===== config.mk =====
export PLATFORM = sky130hd
export DESIGN_NAME = olst_cell
export DESIGN_NICKNAME = d
export VERILOG_FILES = /design/src/design/ordered_list_store_top_defines.svh /design/src/design/olst_pkg.sv /design/src/design/olst_cell.sv
export SDC_FILE = /design/constraint.sdc
export NUM_CORES = 1
export LEC_CHECK = 0
export BUFFER_PORTS_ARGS = -buffer_cell sky130_fd_sc_hd__clkbuf_2
export CAP_MARGIN = 40
export CORE_UTILIZATION = 45
export DETAILED_ROUTE_END_ITERATION = 16
export GPL_TIMING_DRIVEN = 1
export HOLD_SLACK_MARGIN = 0.06
export PLACE_DENSITY_LB_ADDON = 0.2
export REMOVE_ABC_BUFFERS = 1
export SYNTH_ARGS = -nofsm -noshare
export SYNTH_HDL_FRONTEND = slang
export SYNTH_SLANG_ARGS = --single-unit

===== constraint.sdc =====
create_clock -name clk -period 2.65 [get_ports clk]
set_clock_uncertainty 0.1 [all_clocks]
set_input_delay 0.265 -clock clk [delete_from_list [all_inputs] [get_ports clk]]
set_output_delay 0.265 -clock clk [all_outputs]
set_load 0.005 [all_outputs]

===== src/design/ordered_list_store_top_defines.svh =====
// Assertion macros for the ordered list store.
// Used by ordered_list_store_top; expects clk and rst_n in scope.
`ifndef ORDERED_LIST_STORE_TOP_DEFINES_SVH
`define ORDERED_LIST_STORE_TOP_DEFINES_SVH

// same-cycle implication
`define OLST_ASSERT_NOW(label, ante, cons, msg) \
    label: assert property (@(posedge clk) disable iff (!rst_n) (ante) |-> (cons)) \
        else $error(msg);

// next-cycle implication
`define OLST_ASSERT_NEXT(label, ante, cons, msg) \
    label: assert property (@(posedge clk) disable iff (!rst_n) (ante) |=> (cons)) \
        else $error(msg);

`endif


===== src/design/olst_pkg.sv =====
// Shared types and codes for the ordered list store.
// No dependencies.
`timescale 1ns / 1ps

package olst_pkg;

    localparam logic [2:0] OP_INSERT_AT     = 3'd0;
    localparam logic [2:0] OP_INSERT_SORTED = 3'd1;
    localparam logic [2:0] OP_ERASE_AT      = 3'd2;
    localparam logic [2:0] OP_REMOVE_ALL    = 3'd3;
    localparam logic [2:0] OP_GET           = 3'd4;
    localparam logic [2:0] OP_SET           = 3'd5;
    localparam logic [2:0] OP_FIND          = 3'd6;

    localparam logic [1:0] ST_OK       = 2'd0;
    localparam logic [1:0] ST_BADPOS   = 2'd1;
    localparam logic [1:0] ST_FULL     = 2'd2;
    localparam logic [1:0] ST_NOTFOUND = 2'd3;

    typedef struct packed {
        logic [2:0]  op;
        logic [5:0]  pos;
        logic [31:0] value;
    } olst_req_t;

    typedef struct packed {
        logic [1:0]  status;
        logic [4:0]  index;
        logic [31:0] read_value;
        logic [5:0]  removed_count;
        logic [5:0]  item_count;
    } olst_rsp_t;

    typedef enum logic [1:0] {
        CELL_HOLD,
        CELL_TAKE_LEFT,
        CELL_TAKE_RIGHT,
        CELL_LOAD
    } cell_sel_t;

    typedef struct packed {
        cell_sel_t sel;
        logic      flag_load;
    } cell_ctrl_t;

endpackage


===== src/design/olst_cell.sv =====
// One list slot: holds an entry and its compare flags, shifts with neighbors.
// Depends on olst_pkg.
`timescale 1ns / 1ps

module olst_cell (
    input  logic                clk,
    input  olst_pkg::cell_ctrl_t ctrl,
    input  logic [31:0]         value,
    input  logic [31:0]         left_entry,
    input  logic [31:0]         right_entry,
    input  logic                right_eq,
    output logic [31:0]         entry,
    output logic                eq,
    output logic                lt
);

    logic [31:0] entry_reg;
    logic [31:0] entry_next;
    logic        eq_reg;
    logic        eq_next;
    logic        lt_reg;
    logic        lt_next;

    always_comb
    begin
        entry_next = entry_reg;
        eq_next    = eq_reg;
        lt_next    = lt_reg;
        case (ctrl.sel)
            olst_pkg::CELL_HOLD:       entry_next = entry_reg;
            olst_pkg::CELL_TAKE_LEFT:  entry_next = left_entry;
            olst_pkg::CELL_TAKE_RIGHT:
            begin
                entry_next = right_entry;
                eq_next    = right_eq;
            end
            olst_pkg::CELL_LOAD:       entry_next = value;
            default:                   entry_next = entry_reg;
        endcase
        if (ctrl.flag_load)
        begin
            eq_next = (entry_reg == value);
            lt_next = (entry_reg < value);
        end
    end

    always_ff @(posedge clk)
    begin
        entry_reg <= entry_next;
        eq_reg    <= eq_next;
        lt_reg    <= lt_next;
    end

    assign entry = entry_reg;
    assign eq    = eq_reg;
    assign lt    = lt_reg;

endmodule

==> impl.org, run 1 <==
** STA
- The routed design could run at a clock period as short as 2080 ps.
- In the final timing run, aggregate negative setup slack is 0 ps.
- Setup repair after global routing left no endpoint under its margin.
- Part of the cycle the worst path needs :: 0.785
- The final hold violation count was 0.
- Count of pins over their slew limit :: 0
- Normalized max-slew margin :: 0.582
- Final setup violation count :: 0
- Based on the critical path, the design can be clocked at up to 481 MHz.
- Actual transition at the worst max-transition pin :: 627 ps

** Power
- Peak ir drop on the vdd network :: 0.324 mV
- Power density over cell area :: 444 nW/um2
- Leakage Power :: 1.79 nW
- Total Power Consumption :: 1.47 mW

** Setup path
- Critical Path Fanout Max :: 3
- The number of buffers and inverters on the critical path is 0.
- Critical register-to-register path startpoint :: entry[11]
- CP Launch Point :: entry[11]
- Worst reg2reg path depth :: 5
- The setup path with the least slack is of type register to register.
- Critical path data required time :: 2590 ps
- Slowest stage cell, crit path :: sky130_fd_sc_hd__nor4_1
- FF-to-FF End :: lt
- On the worst path, the slowest cell contributes a delay of 450 ps.
- Cells along the critical path :: ha_1, nand4_1, nor4_1, a2111oi_0, o21ba_1
- STA puts the critical path data arrival time at 2020 ps.
- Gate family responsible for the most delay along the worst path :: simple AND/OR/NAND/NOR gates
- The worst register-to-register path has a setup slack of 570 ps.
- STA classifies the critical path endpoint as a register.
- CP Launch Type :: register

** Placement
- PortBufs :: 134
- Routability-driven placement finished with a final weighted congestion of 0.746.
- After legalization and detailed placement, the total HPWL measured 4480 um.

** Synthesis
- Number of instances in the synthesized netlist :: 258
- After synthesis, the mean cell area works out to 9.70 um2.
- Synthesis inferred 34 register bits.
- Of the synthesized area, sequential elements account for 0.408.
- Yosys mapped the design onto 30 distinct sky130hd cell types.
- Total standard cell area after synthesis :: 2500 um2
- During synthesis, Yosys emitted a total of 0 warnings.

** CTS
- The clock tree synthesis step divided the H-tree into 2 levels.
- At the later pin of the worst-skew pair, clock insertion delay measures 280 ps.
- Post-CTS timing repair inserted 0 buffers for setup.
- After clock tree synthesis, the clock-pin slew on the worst setup and hold paths is 60 ps.
- Number of buffers inserted by hold repair at cts :: 0
- The clock net in this run drives a total of 34 sinks.
- Library cell used as clock root buffer :: sky130_fd_sc_hd__clkbuf_8
- Clock tree synthesis inserted a total of 5 buffers.
- The clock passes through at most 2 buffers.
- TritonCTS built the clock tree.
- Number of cells upsized or downsized after cts :: 0

** Floorplan
- Starting density of the core :: 0.478
- Core Region :: 5240 um2
- The floorplan has 26 rows.
- Overall die area :: 5870 um2
- Pin placement for this block handled 135 I/O pins.
- Vertical extent of the die :: 76.6 um
- The die is 76.6 um wide.

** Job
- Across the run, the number of max-cap violations was 0.

** Cells and area
- Max FFs per register :: 32
- 0 antenna diodes ended up in the layout.
- Of the cells placed in the final design, the portion with a size suffix greater than 1 is 0.373.
- Leaving out fill and tap cells, the most frequent cell in the layout is sky130_fd_sc_hd__clkbuf_2.
- Top library cells by usage in the layout, fill and taps aside :: 134 x sky130_fd_sc_hd__clkbuf_2, 42 x sky130_fd_sc_hd__a21oi_1, 35 x sky130_fd_sc_hd__nor2_1, 34 x sky130_fd_sc_hd__inv_1, 34 x sky130_fd_sc_hd__edfxtp_1
- Final nets :: 525
- From synthesis to final layout, the design area changed by 32.4%.

** GRT
- Maximum number of pins on one net before global-route repair :: 66
- Wire length of the first global-routing pass :: 9360 um
- Number of antenna violations at the first check in global routing :: 0
- Across every metal layer, demand over resource in global routing totals 0.199.
- The via count of the first global-routing pass was 2,215.
- Summed over all layers, the global routing overflow is 0.

** Drt
- Using the TritonRoute via totals, the vias-per-cell ratio works out to 4.89.
- Wires add up to 5560 um.
- Uppermost layer routed :: met4
- Wire length per cell after detailed routing :: 12.1 um
- 1st-iter DRT viols :: 60
- The first detailed-routing pass ran for 4 iterations.
- DR WL met3 :: 314 um
- Length of routed met2 wiring :: 2710 um
- Number of nets with antenna violations after routing :: 0
- DRC violation count after routing :: 0
- Via count :: 2,252
- The detailed router put a total of 2480 um of wire on met1.

** Hold path
- The worst hold path begins at ctrl[0].
- Worst hold path class :: primary input to register
- Cells on Worst Hold Path :: 1
- For hold timing, the worst endpoint is lt.

** Status
- The run finished with clean final reports.
## cell type report
| class | count | area (um2) |
|---|---|---|
| timing repair buffer | 138 | 701 |
| tap | 70 | 87.6 |
| sequential | 34 | 1020 |
| multi-input combinational | 178 | 1300 |
| fill | 456 | 1920 |
| clock inverter | 1 | 3.75 |
| clock buffer | 5 | 68.8 |
| inverter | 35 | 131 |
## worst reg2reg max path, stage by stage, from the launching register on
cell                        delay [ps]
sky130_fd_sc_hd__edfxtp_1          400
sky130_fd_sc_hd__ha_1              330
sky130_fd_sc_hd__nand4_1           140
sky130_fd_sc_hd__nor4_1            450
sky130_fd_sc_hd__a2111oi_0         220
sky130_fd_sc_hd__o21ba_1           200
## per-stage QoR
stage	utilization	std cells	worst slack [ps]	hold WS (ps)	cell area, um2
after floorplan	-	247	749	277	2450
final	0.633	461	570	147	3310
after global placement	0.619	455	545	440	3240
after CTS	0.633	461	562	141	3310
after detailed placement	0.619	455	556	434	3240
after global routing	0.633	461	451	146	3310
## cells in the mapped netlist (all sizes together)
master / instances / area (um2)
nand2: 8 / 30.0
a21oi: 42 / 210
a221oi: 2 / 23.8
nand3: 4 / 20.0
o22ai: 1 / 6.26
a221o: 1 / 10.0
or2: 1 / 6.26
and4: 2 / 17.5
nand4: 3 / 18.8
nor4: 1 / 6.26
clkbuf: 6 / 22.5
o21ba: 1 / 10.0
buf: 5 / 27.5
a2111oi: 1 / 8.76
a22o: 1 / 8.76
nand3b: 1 / 7.51
inv: 35 / 131
a21o: 5 / 38.8
and2: 1 / 6.26
mux2i: 32 / 320
o21ai: 4 / 20.0
ha: 32 / 400
edfxtp: 34 / 1020
nor2: 35 / 131
## worst max path at each step
stage               to  slack (ps)  cells past startpoint
finish              lt         570                      5
CTS                 lt         560                      6
global route        lt         450                      5
detailed placement  lt         560                      8
floorplan           lt         750                      6
global placement    lt         550                      8
## routing by layer
metal	up-vias	global-route usage
li1	1192	-
met1	984	0.232
met2	70	0.358
met3	6	0.0539
met4	0	0.0519
met5	-	0
## power by group
group / leakage (nW) / switching [mW] / total, mW / internal (mW)
clock: 0.0375 / 0.173 / 0.344 / 0.171
combinational: 1.41 / 0.208 / 0.423 / 0.216
sequential: 0.342 / 0.0341 / 0.703 / 0.669
## cell families after synthesis
kind of cell	after synthesis	share of synthesized area
multiplexers	32	0.128
AND/OR/NAND/NOR	56	0.0975
adder cells (fa/ha/maj)	32	0.160
buffers and inverters	46	0.0725
flip-flops	34	0.408
AO/OA/AOI/OAI	58	0.134
Power figures use the tool's default switching activity.
==> run 2, diff against run 1 <==
==> constraint.sdc (replaced) <==
create_clock -name clk -period 2.1 [get_ports clk]
set_clock_uncertainty 0.1 [all_clocks]
set_input_delay 0.21 -clock clk [delete_from_list [all_inputs] [get_ports clk]]
set_output_delay 0.21 -clock clk [all_outputs]
set_load 0.005 [all_outputs]
==> impl.org, run 2 (same netlist as run 1, synthesis figures left out) <==
** Drt
- Router iterations before antenna repair :: 4 (unchanged)
- 1st-iter DRT viols :: 66 (was 60)
- DRC violation count after routing :: 0 (unchanged)
- Detail-routed via count per cell :: 4.95 (was 4.89)
- The average wire per standard cell is 12.2 um (was 12.1 um).
- Number of nets with antenna violations after routing :: 0 (unchanged)
- Via count :: 2,299 (was 2,252)
- The post-detailed-routing wire length is 5660 um (was 5560 um).

** GRT
- The initial antenna violation count was 0 (unchanged).
- Maximum number of pins on one net before global-route repair :: 36 (was 66)
- Remaining Overflow, GRT :: 0 (unchanged)
- Global-route usage over all layers :: 0.213 (was 0.199)
- The via count of the first global-routing pass was 2,297 (was 2,215).
- Wire length of the first global-routing pass :: 10000 um (was 9360 um)

** Floorplan
- Number of placement rows :: 26 (unchanged)
- The top-level port count came to 135 (unchanged).
- Core Region :: 5240 um2 (unchanged)
- Vertical extent of the die :: 76.6 um (unchanged)
- The effective utilization at floorplan is 0.478 (unchanged).
- The area enclosed by the die boundary was 5870 um2 (unchanged).
- Width of the chip :: 76.6 um (unchanged)

** Power
- Leakage Power :: 1.80 nW (was 1.79 nW)
- Peak ir drop on the vdd network :: 0.319 mV (was 0.324 mV)
- Power density over cell area :: 562 nW/um2 (was 444 nW/um2)

** Placement
- The number of instances in the placed design came to 457 (was 455).
- The HPWL reported at the end of detailed placement came to 4690 um (was 4480 um).
- The count of port buffers added during placement was 134 (unchanged).
- Pre-CTS setup slack :: 99.6 ps (was 556 ps)
- The weighted congestion at the end of routability-driven global placement is 0.751 (was 0.746).

** Setup path
- The highest net fanout along the worst path was 2 (was 3).
- The endpoint class of the critical path was a register (unchanged).
- The startpoint of the most critical register-to-register path is entry[25] (was entry[11]).
- The kind of start point of the critical path is a register (unchanged).
- Termination of the worst setup path :: lt (unchanged)
- The number of cells on the worst reg-to-reg path came to 6 (was 5).
- The source of the critical timing path is entry[25] (was entry[11]).
- The internal reg-to-reg setup slack came to 80 ps (was 570 ps).
- The class of the most critical setup path is register to register (unchanged).
- The end of the worst register-to-register path was lt (unchanged).
- The worst path required time came to 2150 ps (was 2590 ps).
- The data arrival time of the worst path was 2070 ps (was 2020 ps).

** CTS
- The post-CTS resize count came to 0 (unchanged).
- The buffers inserted during post-CTS setup optimization was 0 (unchanged).
- Number of buffers inserted by hold repair at cts :: 0 (unchanged)
- Clock insertion delay at the later pin of the skew report :: 280 ps (about the same)
- The total clock buffers created by CTS was 5 (unchanged).
- The clock transition time at the flip-flop clock pins of the worst setup and hold paths came to 70 ps (was 60 ps).
- The clock sink total was 34 (unchanged).
- The buffer type at the clock tree root is sky130_fd_sc_hd__clkbuf_8 (unchanged).
- Clock tree from TritonCTS :: done (unchanged)
- The maximum buffer depth of the clock tree came to 2 (unchanged).
- The maximum level of the CTS H-tree is 2 (unchanged).

** STA
- The slack of the critical path came to 76.9 ps (was 570 ps).
- The achievable clock frequency is 494 MHz (was 481 MHz).
- Final Hold Violating Endpoints :: 0 (unchanged)
- The fraction of the cycle the final worst path needs was 0.963 (was 0.785).
- The final setup violation count is 0 (unchanged).
- WHS :: 86.2 ps (was 147 ps)
- The headroom to the max-slew limit is 0.749 (was 0.582).
- Setup Total Neg Slack :: 0 ps (unchanged)
- Min cycle time layout :: 2020 ps (was 2080 ps)
- RSZ-0062 raised after global routing :: false (unchanged)
- The final count of pins violating max slew came to 0 (unchanged).
- The slew at the pin closest to its max-slew limit is 366 ps (was 627 ps).

** Job
- The total of max-cap violations came to 0 (unchanged).

** Cells and area
- Core Util, Final :: 0.636 (was 0.633)
- The most common cell after layout, fill and taps aside was sky130_fd_sc_hd__clkbuf_2 (unchanged).
- Layout Cells excl Fill :: 464 (was 461)
- The share of final-layout standard cells stronger than drive strength 1 was 0.376 (was 0.373).
- Top library cells by usage in the layout, fill and taps aside: 134 x sky130_fd_sc_hd__clkbuf_2, 42 x sky130_fd_sc_hd__a21oi_1, 35 x sky130_fd_sc_hd__nor2_1, 34 x sky130_fd_sc_hd__inv_1, 34 x sky130_fd_sc_hd__edfxtp_1 (unchanged).
- The flip-flop count of the largest register, all copies and words added was 32 (unchanged).
- Final nets :: 527 (was 525)
- The number of antenna cells inserted came to 0 (unchanged).
- The layout overhead on the synthesized area came to 33.1% (was 32.4%).

** Status
- Result of the run :: finished clean (unchanged)

** Hold path
- The class of the worst hold path is primary input to register (unchanged).
-- run 2: area by class of cell --
| cell class | count | area, um2 |
|---|---|---|
| Clock buffer | 7 | 76.3 |
| Fill cell | 474 | 1900 |
| Inverter | 35 | 131 |
| Multi-Input combinational cell | 178 | 1300 |
| Sequential cell | 34 | 1020 |
| Tap cell | 70 | 87.6 |
| Timing Repair Buffer | 140 | 716 |
-- run 2: worst min path at each step --
stage          startpoint  to  slack (ps)  cells after the start
2_1_floorplan     ctrl[0]  lt         220                      0
3_3_place_gp      ctrl[0]  lt         380                      1
3_5_place_dp      ctrl[0]  lt         380                      1
4_1_cts           ctrl[0]  lt          80                      1
5_1_grt           ctrl[0]  lt          90                      1
6_report          ctrl[0]  lt          90                      1
-- run 2: metrics by stage --
stage	instance area (um2)	power, mW
2_1_floorplan	2450	1.16
3_3_place_gp	3260	1.43
3_5_place_dp	3260	1.45
4_1_cts	3330	1.90
5_1_grt	3330	2.00
6_report	3330	1.87
-- run 2: worst max-delay path, stage by stage, from the launching register on --
cell and delay (ps):
sky130_fd_sc_hd__edfxtp_1 400, sky130_fd_sc_hd__ha_1 310, sky130_fd_sc_hd__a21o_1 170, sky130_fd_sc_hd__a221o_1 330, sky130_fd_sc_hd__a221oi_2 250, sky130_fd_sc_hd__o21ai_1 110
sky130_fd_sc_hd__o21ba_1 220
-- run 2: where the power goes --
part	switching [mW]	leakage (nW)	total [mW]	internal, mW
registers	0.0415	0.342	0.885	0.844
logic	0.267	1.42	0.541	0.275
clock network	0.219	0.0383	0.448	0.228
-- run 2: metal layers --
metal / wire, um / part of all wire / vias to the layer above / GRT usage
met1: 2560 / 0.45 / 1031 / 0.251
met5: 0 / 0 / - / 0
li1: - / - / 1196 / -
met3: 300 / 0.053 / 4 / 0.0563
met2: 2750 / 0.49 / 68 / 0.374
met4: 43 / 0.0076 / 0 / 0.0673
==> run 3, diff against run 2 <==
--- a/config.mk
+++ b/config.mk
@@ -7,6 +7,7 @@
 export LEC_CHECK = 0
 export BUFFER_PORTS_ARGS = -buffer_cell sky130_fd_sc_hd__clkbuf_2
 export CAP_MARGIN = 40
+export CORE_ASPECT_RATIO = 1.75
 export CORE_UTILIZATION = 45
 export DETAILED_ROUTE_END_ITERATION = 16
 export GPL_TIMING_DRIVEN = 1
==> impl.org, run 3 (same netlist as run 1, synthesis figures left out) <==
** Status
- Result of the run :: finished clean (unchanged)

** Drt
- Routed metal-1 wirelength :: 2150 um (was 2560 um)
- The highest signal layer in the routed design is met4 (unchanged).
- DR WL met3 :: 274 um (was 300 um)
- The detailed-route via count was 2,301 (was 2,299).
- Number of nets with antenna violations after routing :: 0 (unchanged)
- The number of DRC markers in iteration 0 came to 26 (was 66).
- Detail-routed via count per cell :: 4.90 (was 4.95)
- The DRC violations left was 0 (unchanged).
- The post-detailed-routing wire length came to 5920 um (was 5660 um).
- Length of routed met2 wiring :: 3290 um (was 2750 um)
- Router iterations before antenna repair :: 7 (was 4)
- The average wire per standard cell was 12.6 um (was 12.2 um).

** Setup path
- The buffering stage count on the worst path with inverters included came to 0 (unchanged).
- Worst reg2reg path depth :: 6 (unchanged)
- Delay of the slowest critical-path stage :: 390 ps (was 400 ps)
- The kind of start point of the critical path is a register (unchanged).
- Slowest stage cell, crit path :: sky130_fd_sc_hd__edfxtp_1 (unchanged)
- Cells along the critical path: ha_1, and2_0, a221o_1, a221oi_2, o21ai_1, o21ba_1 (was ha_1, a21o_1, a221o_1, a221oi_2, o21ai_1, o21ba_1).
- The class of the most critical setup path is register to register (unchanged).
- The data arrival time of the worst path came to 2050 ps (was 2070 ps).
- Logic depth of the worst path, buffers included :: 6 (unchanged)
- Critical path data required time :: 2160 ps (was 2150 ps)
- The highest net fanout along the worst path is 2 (unchanged).
- The endpoint class of the critical path was a register (unchanged).
- Gate family responsible for the most delay along the worst path :: compound AO/OA/AOI/OAI gates (unchanged)

** Floorplan
- Width of the chip :: 58.4 um (was 76.6 um)
- The top-level port count is 135 (unchanged).
- Vertical extent of the die :: 101 um (was 76.6 um)
- Number of placement rows :: 35 (was 26)
- The area enclosed by the die boundary came to 5880 um2 (was 5870 um2).
- The core footprint is 5300 um2 (was 5240 um2).
- Starting density of the core :: 0.472 (was 0.478)

** CTS
- The number of hold buffers added after CTS is 0 (unchanged).
- Clock tree buffer depth :: 2 (unchanged)
- The maximum level of the CTS H-tree was 2 (unchanged).
- TritonCTS Buffers :: 5 (unchanged)
- Number of clock sinks :: 34 (unchanged)
- Clock insertion delay at the later pin of the skew report :: 280 ps (about the same)
- Register clock-pin slew on the reported worst setup and hold paths :: 70 ps (about the same)
- The buffer type at the clock tree root is sky130_fd_sc_hd__clkbuf_8 (unchanged).
- Clock tree from TritonCTS :: done (unchanged)

** Cells and area
- The footprint of the flip-flops and latches is 1020 um2 (unchanged).
- Final nets :: 528 (was 527)
- The most common cell after layout, fill and taps aside is sky130_fd_sc_hd__clkbuf_2 (unchanged).
- The flip-flop count of the largest register, all copies and words added came to 32 (unchanged).
- Area growth from synthesis to layout :: 35.3% (was 33.1%)
- Share of layout cells above drive strength 1 :: 0.386 (was 0.376)
- The area of combinational cells with multiple inputs was 1340 um2 (was 1300 um2).
- Top library cells by usage in the layout, fill and taps aside :: 134 x sky130_fd_sc_hd__clkbuf_2, 42 x sky130_fd_sc_hd__a21oi_1, 35 x sky130_fd_sc_hd__nor2_1, 34 x sky130_fd_sc_hd__inv_1, 34 x sky130_fd_sc_hd__edfxtp_1 (unchanged)
- Antenna cell count :: 0 (unchanged)
- The number of fill cells came to 473 (was 474).

** Power
- The power per cell area came to 562 nW/um2 (about the same).
- The worst-case vdd ir drop is 0.408 mV (was 0.319 mV).
- Total Power Consumption :: 1.90 mW (was 1.87 mW)
- Leakage Power :: 1.81 nW (was 1.80 nW)

** STA
- The headroom to the max-slew limit was 0.768 (was 0.749).
- The achievable clock frequency was 504 MHz (was 494 MHz).
- Min cycle time layout :: 1980 ps (was 2020 ps)
- The final hold violation count was 0 (unchanged).
- The final count of pins violating max slew is 0 (unchanged).
- Part of the cycle the worst path needs :: 0.945 (was 0.963)
- The final setup violation count was 0 (unchanged).
- WHS :: 85.8 ps (was 86.2 ps)
- Actual transition at the worst max-transition pin :: 346 ps (was 366 ps)

** Hold path
- Worst hold path class :: primary input to register (unchanged)
- The number of cells traversed by the worst hold path is 1 (unchanged).

** Job
- The total of max-cap violations came to 0 (unchanged).

** GRT
- Number of antenna violations at the first check in global routing :: 0 (unchanged)
- Global-route usage over all layers :: 0.203 (was 0.213)
- Remaining Overflow, GRT :: 0 (unchanged)
- The via count of the first global-routing pass was 2,214 (was 2,297).
- Wire length of the first global-routing pass :: 9050 um (was 10000 um)
- The largest net degree at the start of global routing came to 35 (was 36).

** Placement
- Half-perimeter wire length of the detailed placement result :: 4880 um (was 4690 um)
- PortBufs :: 134 (unchanged)
- The weighted congestion at the end of routability-driven global placement was 0.804 (was 0.751).
[run 3: timing repair]
item                                    CTS  global route
buffers inserted                          0             1
resized for setup                         0             5
endpoints found under the setup margin    0             1
[run 3: metrics by stage]
| step | setup TNS, ps | instance area, um2 | setup WS, ps | instances | utilization |
|---|---|---|---|---|---|
| 2_1_floorplan | 0 | 2450 | 199 | 247 | - |
| 3_3_place_gp | 0 | 3260 | 89.9 | 461 | 0.616 |
| 3_5_place_dp | 0 | 3260 | 87.6 | 461 | 0.616 |
| 4_1_cts | 0 | 3340 | 76.4 | 469 | 0.631 |
| 5_1_grt | -26.5 | 3390 | -26.5 | 470 | 0.639 |
| 6_report | 0 | 3390 | 115 | 470 | 0.639 |
[run 3: layer usage]
| metal | up-vias | track usage |
|---|---|---|
| li1 | 1197 | - |
| met1 | 1010 | 0.184 |
| met2 | 79 | 0.405 |
| met3 | 15 | 0.0398 |
| met4 | 0 | 0.101 |
| met5 | - | 0 |
[run 3: cell type report]
type / count / share of cell area
clock buffers: 5 / 0.0203
clock inverters: 3 / 0.00332
inverters: 35 / 0.0388
multi-input cells: 178 / 0.395
flip-flops and latches: 34 / 0.301
well taps: 74 / 0.0273
repair buffers: 141 / 0.214
[run 3: where the power goes]
group          switching [mW]  total (mW)  leakage, nW  internal (mW)
logic                   0.273       0.560         1.43          0.286
clock network           0.235       0.456       0.0407          0.221
registers              0.0436       0.887        0.342          0.844
total                   0.552        1.90         1.81           1.35
[run 3: path summary, 6_finish.rpt]
kind | startpoint | endpoint | slack [ps]
setup reg to reg | entry[26] | lt | 120
hold / removal | ctrl[0] | lt | 90
hold reg to reg | entry[15] | lt | 790
setup / recovery | entry[26] | lt | 120
[run 3: worst reg2reg max path: stages (launching register included)]
cell and delay [ps]:
sky130_fd_sc_hd__edfxtp_1 390, sky130_fd_sc_hd__ha_1 290, sky130_fd_sc_hd__and2_0 180, sky130_fd_sc_hd__a221o_1 320, sky130_fd_sc_hd__a221oi_2 270, sky130_fd_sc_hd__o21ai_1 110, sky130_fd_sc_hd__o21ba_1 210
